$ cat config.mk
export PLATFORM = sky130hd
export DESIGN_NAME = progress_bar_column_generator
export DESIGN_NICKNAME = d
export VERILOG_FILES = /design/src/hdl/pbcg_pkg.sv /design/src/hdl/pbcg_front.sv /design/src/hdl/pbcg_queue.sv /design/src/hdl/pbcg_back.sv /design/src/hdl/progress_bar_column_generator.sv
export VERILOG_INCLUDE_DIRS = /design/src /design/src/hdl
export SDC_FILE = /design/constraint.sdc
export NUM_CORES = 1
export LEC_CHECK = 0
export ABC_CLOCK_PERIOD_IN_PS = 15950
export BUFFER_PORTS_ARGS = -buffer_cell sky130_fd_sc_hd__buf_2
export CELL_PAD_IN_SITES_DETAIL_PLACEMENT = 0
export CELL_PAD_IN_SITES_GLOBAL_PLACEMENT = 2
export CORE_UTILIZATION = 44
export DETAILED_ROUTE_END_ITERATION = 8
export GPL_ROUTABILITY_DRIVEN = 0
export PLACE_DENSITY = 0.84
export SLEW_MARGIN = 20
export SYNTH_ARGS = -nofsm -noshare
export SYNTH_HDL_FRONTEND = slang
export SYNTH_HIERARCHICAL = 1
export SYNTH_SLANG_ARGS = --single-unit
$ cat constraint.sdc
create_clock -name clk -period 15.95 [get_ports clk]
set_clock_uncertainty 0.15 [all_clocks]
set_input_delay 0.7975 -clock clk [delete_from_list [all_inputs] [get_ports clk]]
set_output_delay 0.7975 -clock clk [all_outputs]
set_load 0.01 [all_outputs]
$ cat src/hdl/progress_bar_column_generator_defines.svh
// Assertion macros for the progress bar column generator.
`ifndef PROGRESS_BAR_COLUMN_GENERATOR_DEFINES_SVH
`define PROGRESS_BAR_COLUMN_GENERATOR_DEFINES_SVH

`ifndef NO_ASSERTIONS
`define PBCG_ASSERT_IMP(label, clock, rstn, ante, cons, msg) \
	label: assert property (@(posedge clock) disable iff (!rstn) (ante) |-> (cons)) \
		else $error(msg);
`define PBCG_ASSERT_NXT(label, clock, rstn, ante, cons, msg) \
	label: assert property (@(posedge clock) disable iff (!rstn) (ante) |=> (cons)) \
		else $error(msg);
`else
`define PBCG_ASSERT_IMP(label, clock, rstn, ante, cons, msg)
`define PBCG_ASSERT_NXT(label, clock, rstn, ante, cons, msg)
`endif

`endif

$ cat src/hdl/pbcg_pkg.sv
package pbcg_pkg;

	localparam int BAR_W  = 6;
	localparam int PCT_W  = 7;
	localparam int PROD_W = PCT_W + BAR_W;
	localparam int RECIP_W = 13;
	localparam int RECIP_SHIFT = 19;

	localparam logic [7:0] SOLID_BYTE   = 8'hFF;
	localparam logic [7:0] BORDER_TOP   = 8'h81;
	localparam logic [7:0] BORDER_PLAIN = 8'h80;
	localparam logic [PCT_W-1:0] FULL_PERCENT = 7'd100;
	localparam logic [BAR_W-1:0] MIN_BAR_WIDTH = 6'd2;

	// floor(x/100) == (x*5243)>>19 for every x up to 100*61
	localparam logic [RECIP_W-1:0] RECIP_100 = 13'd5243;

	localparam logic REG_INVERT_MASK = 1'b0;

	typedef enum logic [2:0] {
		ST_IDLE,
		ST_FILL,
		ST_DIV,
		ST_EMPTY,
		ST_CLOSE
	} bar_state_t;

	typedef struct packed {
		logic [BAR_W-1:0] filled;
		logic [BAR_W-1:0] empty;
		logic [7:0]       pattern;
		logic [7:0]       border;
	} bar_job_t;

	typedef struct packed {
		logic full;
		logic empty;
	} q_status_t;

endpackage

$ cat src/hdl/pbcg_front.sv
module pbcg_front (
	input  logic                         clk,
	input  logic                         arst_n,
	input  logic                         in_valid,
	output logic                         in_stall,
	input  logic [7:0]                   percent,
	input  logic [5:0]                   bar_width,
	input  logic [7:0]                   fill_pattern,
	input  logic [2:0]                   text_row,
	input  pbcg_pkg::q_status_t          q_status,
	output logic                         q_push,
	output pbcg_pkg::bar_job_t           q_data
);

	logic                              valid_s1;
	logic [pbcg_pkg::PROD_W-1:0]       prod_s1;
	logic [pbcg_pkg::BAR_W-1:0]        inner_s1;
	logic [7:0]                        pattern_s1;
	logic [7:0]                        border_s1;

	logic                              accept;
	logic [pbcg_pkg::PCT_W-1:0]        pct;
	logic [pbcg_pkg::BAR_W-1:0]        width_c;
	logic [pbcg_pkg::BAR_W-1:0]        inner;
	logic [pbcg_pkg::PROD_W+pbcg_pkg::RECIP_W-1:0] scaled;
	logic [pbcg_pkg::BAR_W-1:0]        filled;

	assign in_stall = valid_s1 && q_status.full;
	assign accept   = in_valid && !in_stall;
	assign q_push   = valid_s1 && !q_status.full;

	always_comb begin
		pct = (percent > 8'(pbcg_pkg::FULL_PERCENT)) ? pbcg_pkg::FULL_PERCENT
			: percent[pbcg_pkg::PCT_W-1:0];
		// a 6-bit width cannot pass the 63 column limit
		width_c = (bar_width < pbcg_pkg::MIN_BAR_WIDTH) ? pbcg_pkg::MIN_BAR_WIDTH : bar_width;
		inner = width_c - pbcg_pkg::MIN_BAR_WIDTH;
	end

	always_comb begin
		scaled = (pbcg_pkg::PROD_W + pbcg_pkg::RECIP_W)'(prod_s1)
			* (pbcg_pkg::PROD_W + pbcg_pkg::RECIP_W)'(pbcg_pkg::RECIP_100);
		filled = scaled[pbcg_pkg::RECIP_SHIFT +: pbcg_pkg::BAR_W];
		q_data.filled  = filled;
		q_data.empty   = inner_s1 - filled;
		q_data.pattern = pattern_s1;
		q_data.border  = border_s1;
	end

	always_ff @(posedge clk or negedge arst_n) begin
		if (!arst_n) begin
			valid_s1 <= 1'b0;
		end else begin
			valid_s1 <= accept || in_stall;
		end
	end

	always_ff @(posedge clk) begin
		if (accept) begin
			prod_s1    <= pbcg_pkg::PROD_W'(pct) * pbcg_pkg::PROD_W'(inner);
			inner_s1   <= inner;
			pattern_s1 <= fill_pattern;
			border_s1  <= (text_row == 3'd0) ? pbcg_pkg::BORDER_TOP : pbcg_pkg::BORDER_PLAIN;
		end
	end

endmodule

$ cat src/hdl/pbcg_queue.sv
module pbcg_queue (
	input  logic                clk,
	input  logic                arst_n,
	input  logic                push,
	input  pbcg_pkg::bar_job_t  push_data,
	input  logic                pop,
	output pbcg_pkg::bar_job_t  pop_data,
	output pbcg_pkg::q_status_t status
);

	pbcg_pkg::bar_job_t entry_q [2];
	logic       wr_ptr_q;
	logic       rd_ptr_q;
	logic [1:0] count_q;

	assign status.full  = (count_q == 2'd2);
	assign status.empty = (count_q == 2'd0);
	assign pop_data     = entry_q[rd_ptr_q];

	always_ff @(posedge clk or negedge arst_n) begin
		if (!arst_n) begin
			wr_ptr_q <= 1'b0;
			rd_ptr_q <= 1'b0;
			count_q  <= 2'd0;
		end else begin
			if (push) wr_ptr_q <= !wr_ptr_q;
			if (pop) rd_ptr_q <= !rd_ptr_q;
			count_q <= count_q + {1'b0, push} - {1'b0, pop};
		end
	end

	always_ff @(posedge clk) begin
		if (push) begin
			entry_q[wr_ptr_q] <= push_data;
		end
	end

endmodule

$ cat src/hdl/pbcg_back.sv
module pbcg_back (
	input  logic                clk,
	input  logic                arst_n,
	input  logic [7:0]          invert_mask,
	input  pbcg_pkg::q_status_t q_status,
	input  pbcg_pkg::bar_job_t  q_data,
	output logic                q_pop,
	output logic                busy,
	output logic                out_valid,
	input  logic                out_stall,
	output logic [7:0]          column_byte,
	output logic                last
);

	pbcg_pkg::bar_state_t        state_q, state_d;
	logic [pbcg_pkg::BAR_W-1:0]  cnt_q, cnt_d;
	logic [pbcg_pkg::BAR_W-1:0]  empty_q, empty_d;
	logic [7:0]                  pattern_q, pattern_d;
	logic [7:0]                  border_q, border_d;
	logic                        out_valid_q, out_valid_d;
	logic [7:0]                  byte_q, byte_d;
	logic                        last_q, last_d;
	logic                        advance;

	assign advance     = !out_valid_q || !out_stall;
	assign busy        = (state_q != pbcg_pkg::ST_IDLE);
	assign out_valid   = out_valid_q;
	assign column_byte = byte_q;
	assign last        = last_q;

	always_comb begin
		state_d     = state_q;
		cnt_d       = cnt_q;
		empty_d     = empty_q;
		pattern_d   = pattern_q;
		border_d    = border_q;
		out_valid_d = out_valid_q;
		byte_d      = byte_q;
		last_d      = last_q;
		q_pop       = 1'b0;
		if (advance) begin
			out_valid_d = 1'b1;
			last_d      = 1'b0;
			case (state_q)
				pbcg_pkg::ST_IDLE: begin
					out_valid_d = !q_status.empty;
					byte_d      = pbcg_pkg::SOLID_BYTE ^ invert_mask;
					if (!q_status.empty) begin
						q_pop     = 1'b1;
						cnt_d     = q_data.filled;
						empty_d   = q_data.empty;
						pattern_d = q_data.pattern;
						border_d  = q_data.border;
						state_d   = (q_data.filled != '0) ? pbcg_pkg::ST_FILL : pbcg_pkg::ST_DIV;
					end
				end
				pbcg_pkg::ST_FILL: begin
					byte_d    = (pattern_q | border_q) ^ invert_mask;
					pattern_d = ~pattern_q;
					cnt_d     = cnt_q - pbcg_pkg::BAR_W'(1);
					if (cnt_q == 6'd1) state_d = pbcg_pkg::ST_DIV;
				end
				pbcg_pkg::ST_DIV: begin
					byte_d  = pbcg_pkg::SOLID_BYTE ^ invert_mask;
					cnt_d   = empty_q;
					state_d = (empty_q != '0) ? pbcg_pkg::ST_EMPTY : pbcg_pkg::ST_CLOSE;
				end
				pbcg_pkg::ST_EMPTY: begin
					byte_d = border_q ^ invert_mask;
					cnt_d  = cnt_q - pbcg_pkg::BAR_W'(1);
					if (cnt_q == 6'd1) state_d = pbcg_pkg::ST_CLOSE;
				end
				pbcg_pkg::ST_CLOSE: begin
					byte_d  = pbcg_pkg::SOLID_BYTE ^ invert_mask;
					last_d  = 1'b1;
					state_d = pbcg_pkg::ST_IDLE;
				end
				default: begin
					out_valid_d = 1'b0;
					state_d     = pbcg_pkg::ST_IDLE;
				end
			endcase
		end
	end

	always_ff @(posedge clk or negedge arst_n) begin
		if (!arst_n) begin
			state_q     <= pbcg_pkg::ST_IDLE;
			out_valid_q <= 1'b0;
			cnt_q       <= '0;
		end else begin
			state_q     <= state_d;
			out_valid_q <= out_valid_d;
			cnt_q       <= cnt_d;
		end
	end

	always_ff @(posedge clk) begin
		empty_q   <= empty_d;
		pattern_q <= pattern_d;
		border_q  <= border_d;
		byte_q    <= byte_d;
		last_q    <= last_d;
	end

endmodule

$ cat src/hdl/progress_bar_column_generator.sv
// Progress bar column generator. Each accepted request (percent, bar_width, fill_pattern,
// text_row) produces max(bar_width,2)+1 column bytes, one per cycle while out_stall is low,
// with last set on the closing edge byte. Request parameters are registered, the filled
// count is formed by two multiplications, one on each side of that request register, and
// the request lands in a two-deep queue; the output sequencer then drains one request at a
// time, up to 64 bytes each, and an output stall holds the current byte. The first byte
// passes through the request register, the queue and the output byte register.
// invert_mask sits at APB byte address 0; write it only while no request is in flight.
`include "progress_bar_column_generator_defines.svh"

module progress_bar_column_generator (
	input  logic        clk,
	input  logic        arst_n,
	input  logic        psel,
	input  logic        penable,
	input  logic        pwrite,
	input  logic [2:0]  paddr,
	input  logic [31:0] pwdata,
	output logic [31:0] prdata,
	output logic        pready,
	input  logic        in_valid,
	output logic        in_stall,
	input  logic [7:0]  percent,
	input  logic [5:0]  bar_width,
	input  logic [7:0]  fill_pattern,
	input  logic [2:0]  text_row,
	output logic        out_valid,
	input  logic        out_stall,
	output logic [7:0]  column_byte,
	output logic        last
);

	logic [7:0]          invert_mask_q;
	logic                q_push;
	logic                q_pop;
	logic                back_busy;
	pbcg_pkg::bar_job_t  push_data;
	pbcg_pkg::bar_job_t  pop_data;
	pbcg_pkg::q_status_t q_status;

	assign pready = 1'b1;
	assign prdata = (paddr[2] == pbcg_pkg::REG_INVERT_MASK) ? {24'd0, invert_mask_q} : 32'd0;

	always_ff @(posedge clk or negedge arst_n) begin
		if (!arst_n) begin
			invert_mask_q <= 8'd0;
		end else if (psel && penable && pwrite && paddr[2] == pbcg_pkg::REG_INVERT_MASK) begin
			invert_mask_q <= pwdata[7:0];
		end
	end

	pbcg_front u_front (
		.clk          (clk),
		.arst_n       (arst_n),
		.in_valid     (in_valid),
		.in_stall     (in_stall),
		.percent      (percent),
		.bar_width    (bar_width),
		.fill_pattern (fill_pattern),
		.text_row     (text_row),
		.q_status     (q_status),
		.q_push       (q_push),
		.q_data       (push_data)
	);

	pbcg_queue u_queue (
		.clk       (clk),
		.arst_n    (arst_n),
		.push      (q_push),
		.push_data (push_data),
		.pop       (q_pop),
		.pop_data  (pop_data),
		.status    (q_status)
	);

	pbcg_back u_back (
		.clk         (clk),
		.arst_n      (arst_n),
		.invert_mask (invert_mask_q),
		.q_status    (q_status),
		.q_data      (pop_data),
		.q_pop       (q_pop),
		.busy        (back_busy),
		.out_valid   (out_valid),
		.out_stall   (out_stall),
		.column_byte (column_byte),
		.last        (last)
	);

	`PBCG_ASSERT_IMP(a_push_not_full, clk, arst_n, q_push, !q_status.full, "push into full queue")
	`PBCG_ASSERT_IMP(a_pop_not_empty, clk, arst_n, q_pop, !q_status.empty, "pop from empty queue")
	`PBCG_ASSERT_NXT(a_pop_starts_bar, clk, arst_n, q_pop, back_busy && out_valid, "pop without bar start")

endmodule
==> out/qor.yml, run 1 <==
finalSetupViolCount: 0
numPortBuffers: 59
status: "finished, final reports clean"
num_vias: 6122
cts_tree: "built"
num_antenna_cells: 0
drive_above_1_share_pct: 17.3
yosysUniqueCellTypes: 67
detail_route.wl_per_cell_um: 14.9
relSlewSlack_pct: 39.2
ctsResizeCount: 0
fill_cells: 2051
synth-edff-count: 115
cp_num_buf_inv: 5
min_path_type: "in2async"
path_delay_family: "adder cells"
cts-root-buf: "clkbuf_16"
finalCriticalPeriod_ps: 6720
cp.depth: 26
max_stage_delay_ps: 560
ys_async_sr_fraction_pct: 16.7
grt_overflow: 0
grt_pass1_vias: 6301
die_area_um2: 24200
htree_levels: 4
grt_use_total_pct: 17.0
io_pins: 111
final_nets: 1209
area_delta_synth_final_pct: 10.8
hold_violations: 0
drt-pass1-iter-count: 4
max_cap_viol_count: 0
row_count: 55
synth_top_area_share_pct: 33.2
slowest_stage: "fa_1"
hpwl_um: 15100
rsz0062_at_grt: "false"
route.detailed.drc: 0
clkSinkCount: 138
cts_inserted_buffers: 17
reg2reg_depth: 26
syn-cell-area_um2: 10400
cts.reportedPaths.clkPinSlew_ps: 60
core_um2: 22900
cts_post_setup_buffers_inserted: 0
grt_pass1_wl_um: 31800
startpoint_type: "register"
ys_warn_count: 6
worstMarginPinSlew_ps: 908
cts.path.max_buffers: 2
grt_max_degree: 30
die_w_um: 156
drtAntennaViolNets: 0
path_max_fanout: 4
avgSynthCellArea_um2: 11.8
cts-hold-fix-buffers: 0
synth_top_cell_by_area: "edfxtp_1"
fmax_mhz: 149
wl_um: 18900
synth_area_leaders: "edfxtp_1, fa_1, ha_1"
synthFlopType: "edfxtp_1"
finalSetupTns_ps: 0
critPathArrivalTime_ps: 6720
antenna_found_initial: 0
synth-seq-cells: 138
ys_seq_area_share_pct: 38.8
vias_per_cell: 4.82
slew_violations: 0
cp.required_ps: 15950
initial_core_util_pct: 45.3
insertion_delay_ps: 410
critPathMostFrequentCell: "inv_1"
crit_type: "reg2reg"
period_share_pct: 42.1
syn_inst: 879
initialDrtViolationCount: 226
worst_setup_path_end_kind: "register"
die_y_um: 156
## layout make-up
| cell class | count | area, µm² | share of cell area, % |
|---|---|---|---|
| inverter | 157 | 589 | 5.12 |
| sequential | 138 | 4030 | 35.0 |
| timing repair buffer | 64 | 333 | 2.89 |
| tap | 313 | 392 | 3.40 |
| multi-input combinational | 567 | 5570 | 48.4 |
| clock inverter | 14 | 170 | 1.48 |
| clock buffer | 18 | 429 | 3.73 |
## sequential cells by signal, summed over array words and instances (netlist names), 2 cells and up
signal and count:
invert_mask_q 8, u_back/border_q 8, u_back/cnt_q 6, u_back/column_byte 8, u_back/empty_q 6, u_back/pattern_q 8, u_back/state_q 3, u_front/inner_s1 6
u_front/pattern_s1 8, u_front/prod_s1 13, u_queue/count_q 2, u_queue/entry_q 56
## cells in the mapped netlist, drive strengths merged (2+ instances only)
cell type and instances:
nand2b 4, nor3b 3, o21ai 30, xnor2 25, nor2 49, buf 42, edfxtp 115, dfrtp 23
o21a 2, o21bai 13, nor4 2, and2b 9, xor2 12, or2 5, o31ai 2, nor3 9
a21oi 31, and2 10, nand2 26, clkbuf 3, or3 3, maj3 3, a21o 10, and3 6
inv 157, nand3 11, conb 4, o221ai 3, a31oi 5, a32oi 2, a211oi 2, mux2 36
or4 2, fa 78, nor2b 7, ha 119
## final timing paths
check / slack [ps] / from / endpoint
max in group asynchronous: 15050 / arst_n / invert_mask_q[1]
max reg2reg: 9230 / u_front/prod_s1[5] / u_queue/entry_q[0][21]
min in group clk: 300 / u_front/pattern_s1[2] / u_queue/entry_q[1][10]
min: 220 / arst_n / u_back/cnt_q[4]
max: 9230 / u_front/prod_s1[5] / u_queue/entry_q[0][21]
min reg2reg: 300 / u_front/pattern_s1[2] / u_queue/entry_q[1][10]
## placed cells by master, fill, tap and decap left out, types with 3 or more instances in the layout
cell type	instances
nor2_1	48
or2_2	5
clkinv_2	4
and2_1	8
and2b_2	8
a21oi_2	3
nand2_1	26
mux2_4	10
inv_1	157
dfrtp_1	23
mux2_2	26
xnor2_1	25
clkbuf_16	17
a31oi_1	5
nand2b_1	3
a21o_1	9
xor2_1	12
and3_1	5
nand3_1	11
nor3b_1	3
ha_1	119
conb_1	32
buf_2	59
o21bai_1	13
inv_6	3
o221ai_1	3
o21ai_0	29
edfxtp_1	115
fa_1	78
bufinv_16	3
buf_4	5
nor2b_1	5
nor3_1	8
a21oi_1	28
clkinv_4	3
## through the flow
stage               hold slack (ps)  instances  worst slack (ps)  cell area (µm²)  utilization, %
global route                    259       1271              8860            11500            50.2
CTS                             235       1271              9170            11500            50.2
floorplan                       271        907              9770            10500               -
global placement                272       1239              9190            10900            47.6
finish                          220       1271              9230            11500            50.2
detailed placement              284       1239              9200            10900            47.6
## routing by layer
layer	vias up	GRT usage [%]	share of wire (%)
met3	15	3.22	3.0
met2	100	29.4	50
met1	2980	22.1	46
met5	-	0	0
li1	3027	-	-
met4	0	3.97	1.1
## cell families (layout without fill, tap and decap cells)
| logic type | Yosys count | in the layout | synth area share (%) |
|---|---|---|---|
| mux | 36 | 36 | 4.26 |
| buf+inv | 202 | 253 | 8.75 |
| xor+xnor | 38 | 38 | 3.35 |
| fa+ha+maj | 200 | 200 | 29.7 |
| flops | 138 | 138 | 38.8 |
| compound gates | 111 | 111 | 7.32 |
| other cells | 4 | 32 | 0.144 |
| simple gates | 150 | 150 | 7.72 |
Power of run 1 is not shown: default switching activity piles up to over one toggle a cycle in this logic, so the estimate is an artifact.
==> run 2: changes to the inputs <==
--- a/config.mk
+++ b/config.mk
@@ -6,14 +6,15 @@
 export SDC_FILE = /design/constraint.sdc
 export NUM_CORES = 1
 export LEC_CHECK = 0
-export ABC_CLOCK_PERIOD_IN_PS = 15950
+export ABC_AREA = 1
+export ABC_CLOCK_PERIOD_IN_PS = 6500
 export BUFFER_PORTS_ARGS = -buffer_cell sky130_fd_sc_hd__buf_2
 export CELL_PAD_IN_SITES_DETAIL_PLACEMENT = 0
 export CELL_PAD_IN_SITES_GLOBAL_PLACEMENT = 2
-export CORE_UTILIZATION = 44
+export CORE_UTILIZATION = 38
 export DETAILED_ROUTE_END_ITERATION = 8
 export GPL_ROUTABILITY_DRIVEN = 0
-export PLACE_DENSITY = 0.84
+export PLACE_DENSITY = 0.79
 export SLEW_MARGIN = 20
 export SYNTH_ARGS = -nofsm -noshare
 export SYNTH_HDL_FRONTEND = slang
==> constraint.sdc (replaced) <==
create_clock -name clk -period 6.5 [get_ports clk]
set_clock_uncertainty 0.15 [all_clocks]
set_input_delay 0.325 -clock clk [delete_from_list [all_inputs] [get_ports clk]]
set_output_delay 0.325 -clock clk [all_outputs]
set_load 0.01 [all_outputs]
==> run 2 against run 1 <==
  * Register-to-register slack worse by 8500 ps
  * Final area is 8.4% higher
  * Via count is 20% higher
  * Non-clock buffer count is 17 higher
  * Global-route usage is 1.7 points lower
  * First-iteration DRC count is 54% higher
  * Hold slack worse by 200 ps
  * Area after synthesis is 6.8% higher
  * Worst setup slack worse by 8500 ps
  * Critical path depth is 3 lower
  * Wire length is 13% higher
  * Sequential cell count stayed put
  * Highest routed layer unchanged
==> out/qor.yml, run 2 <==
synth-edff-count: 115  # unchanged
period_share_pct: 89.3  # was 42.1%
rr_endpoint: "u_queue/entry_q[1][21]"  # was u_queue/entry_q[0][21]
die_area_um2: 29900  # was 24,200 µm²
synth-seq-cells: 138  # unchanged
ys_seq_area_share_pct: 36.3  # was 38.8%
fmax_mhz: 172  # was 149 MHz
finalCriticalPeriod_ps: 5800  # was 6720 ps
cts.reportedPaths.clkPinSlew_ps: 60  # about the same
crit_type: "reg2reg"  # unchanged
num_antenna_cells: 0  # unchanged
io_pins: 111  # unchanged
worst_setup_path_end_kind: "register"  # unchanged
cts-root-buf: "clkbuf_16"  # unchanged
largest_reg_flops: 56  # unchanged
syn-cell-area_um2: 11100  # was 10,400 µm²
cts_tree: "built"  # unchanged
relSlewSlack_pct: 45.7  # was 39.2%
die_w_um: 173  # was 156 µm
clkSinkCount: 138  # unchanged
grt_pass1_vias: 7426  # was 6,301
cts.path.max_buffers: 2  # unchanged
slowest_stage: "edfxtp_1"  # was fa_1
slew_violations: 0  # unchanged
synth_top_area_share_pct: 31.1  # was 33.2%
finalSetupViolCount: 0  # unchanged
drt-pass1-iter-count: 5  # was 4
min-delay-start: "pwdata[1]"
final_nets: 1560  # was 1,209
finalSetupTns_ps: 0  # unchanged
htree_levels: 4  # unchanged
syn_inst: 1211  # was 879
area_delta_synth_final_pct: 12.4  # was 10.8%
cp_cell_sequence: "ha_1 -> fa_1 -> fa_1 -> inv_1 -> fa_1 -> fa_1 -> inv_1 -> ha_1 -> nand2_1 -> nor2_1 -> o21ai_0 -> nand2_1 -> o21ai_0 -> nand2_1 -> xor2_1 -> inv_1 -> ha_1 -> a21oi_1 -> nand2_1 -> nand2_1 -> o21bai_2 -> nand3_1 -> nand2_1"
hold_depth: 3
reg2reg_slack_ps: 700  # was 9230 ps
grt_max_degree: 58  # was 30
grt_overflow: 0  # unchanged
cts_inserted_buffers: 17  # unchanged
drtAntennaViolNets: 0  # unchanged
cp.required_ps: 6510  # was 15,950 ps
layout_common_cells: "inv_1, nand2_1, ha_1"  # was inv_1, ha_1, edfxtp_1
path_max_fanout: 7  # was 4
die_y_um: 173  # was 156 µm
synth_area_leaders: "edfxtp_1, fa_1, ha_1"  # unchanged
route.detailed.drc: 0  # unchanged
biggestRegsByFlops: "u_queue/entry_q x56, u_front/prod_s1 x13"  # unchanged
initialDrtViolationCount: 349  # was 226
r2r_start: "u_front/prod_s1[10]"  # was u_front/prod_s1[5]
fill_cells: 2877  # was 2,051
core_um2: 28700  # was 22,900 µm²
insertion_delay_ps: 420  # was 410 ps
synth_most_common_cell: "inv_1"  # unchanged
hpwl_um: 17700  # was 15,100 µm
whs_ps: 21.3  # was 220 ps
numPortBuffers: 59  # unchanged
regMostFlops: "u_queue/entry_q"  # unchanged
cp_num_buf_inv: 3  # was 5
min_path_type: "in2reg"  # was in2async
final_common_cell: "inv_1"  # unchanged
grt_pass1_wl_um: 36300  # was 31,800 µm
vias_per_cell: 4.35  # was 4.82
max_cap_viol_count: 0  # unchanged
synthFlopType: "edfxtp_1"  # unchanged
rsz0062_at_grt: "false"  # unchanged
num_vias: 7366  # was 6,122
cts_post_setup_buffers_inserted: 0  # unchanged
reg2reg_depth: 23  # was 26
row_count: 62  # was 55
critPathArrivalTime_ps: 5810  # was 6720 ps
wl_um: 21400  # was 18,900 µm
antenna_found_initial: 0  # unchanged
synth_top_cell_by_area: "edfxtp_1"  # unchanged
max_stage_delay_ps: 590  # was 560 ps
ys_async_sr_fraction_pct: 16.7  # unchanged
worstMarginPinSlew_ps: 814  # was 908 ps
avgSynthCellArea_um2: 9.17  # was 11.8 µm²
detail_route.wl_per_cell_um: 12.7  # was 14.9 µm
yosysUniqueCellTypes: 46  # was 67
hold_end: "invert_mask_q[1]"
path_delay_family: "adder cells"  # unchanged
startpoint_type: "register"  # unchanged
drive_above_1_share_pct: 11.3  # was 17.3%
critPathMostFrequentCell: "nand2_1"  # was inv_1
ys_top_cells_by_count: "inv_1, nand2_1, ha_1, edfxtp_1, nor2_1"  # was inv_1, ha_1, edfxtp_1, fa_1, nor2_1
hold_violations: 0  # unchanged
initial_core_util_pct: 38.7  # was 45.3%
grt_use_total_pct: 15.3  # was 17.0%
ys_warn_count: 6  # unchanged
status: "finished, final reports clean"  # unchanged
## run 2: cell types whose count changed after synthesis, moves of 8 or more
cell and delta:
mux2_2 -26, a21o_1 -9, inv_1 +116, o21ai_2 +10, nand4_1 +13, and2b_2 -8, nand2_2 +16, xnor2_1 -19
mux2_4 -10, and2_1 -8, nor2_1 +43, nand3_1 +38, o21bai_1 -12, nand2_1 +233
## run 2: worst reg2reg max path: stages (launching register included)
cell,delay (ps)
edfxtp_1,590
ha_1,420
fa_1,520
fa_1,540
inv_1,50
fa_1,460
fa_1,540
inv_1,40
ha_1,320
nand2_1,120
nor2_1,60
o21ai_0,150
nand2_1,90
o21ai_0,160
nand2_1,80
xor2_1,330
inv_1,90
ha_1,290
a21oi_1,140
nand2_1,90
nand2_1,120
o21bai_2,70
nand3_1,60
nand2_1,60
## run 2: cell families (layout without fill, tap and decap cells)
kind of cell,after synthesis,in the layout,share of synthesized area [%]
AO/OA/AOI/OAI,78,78,4.35
adder cells (fa/ha/maj),197,197,27.5
other,4,32,0.135
AND/OR/NAND/NOR,449,449,17.4
buffers and inverters,323,393,12.6
XOR/XNOR,22,22,1.74
flip-flops,138,138,36.3
## run 2: through the flow
stage	instance area [µm²]	instances	setup WS, ps	util (%)
6_report	12500	1693	696	43.5
5_1_grt	12500	1693	271	43.5
4_1_cts	12500	1693	627	43.5
3_5_place_dp	11700	1644	618	40.7
3_3_place_gp	11700	1644	698	40.7
2_1_floorplan	11200	1239	1150	-
## run 2: repair_timing
action / 4_1_cts / 5_1_grt
endpoints found under the hold margin: 39 / 0
hold buffers: 17 / 0
gates resized for setup: 0 / 0
## run 2: worst max-delay path by stage
stage | from | endpoint | slack (ps) | cells after the start
6_report | u_front/prod_s1[10] | u_queue/entry_q[1][21] | 700 | 23
5_1_grt | u_front/prod_s1[10] | u_queue/entry_q[1][21] | 270 | 25
4_1_cts | u_front/prod_s1[10] | u_queue/entry_q[1][21] | 630 | 23
3_5_place_dp | u_front/prod_s1[10] | u_queue/entry_q[0][21] | 620 | 23
3_3_place_gp | u_front/prod_s1[10] | u_queue/entry_q[0][21] | 700 | 23
2_1_floorplan | u_front/prod_s1[10] | u_queue/entry_q[0][21] | 1150 | 25
## run 2: area by class of cell
type                    instances  area [µm²]  share of cell area (%)
multi-input cells             778        5780                    46.3
well taps                     384         480                    3.85
clock buffers                  20         447                    3.58
flip-flops and latches        138        4030                    32.3
clock inverters                12         188                    1.50
repair buffers                 81         503                    4.03
inverters                     280        1050                    8.42
## run 2: metal layers
metal	share of wire (%)	wire length [µm]	up-vias	track usage, %
met1	47	9990	3397	19.4
met3	2.3	486	10	2.57
met4	0.67	143	0	3.61
met2	50	10800	77	27.2
met5	0	0	-	0
li1	-	-	3882	-
Power of run 2 is left out for the same reason.
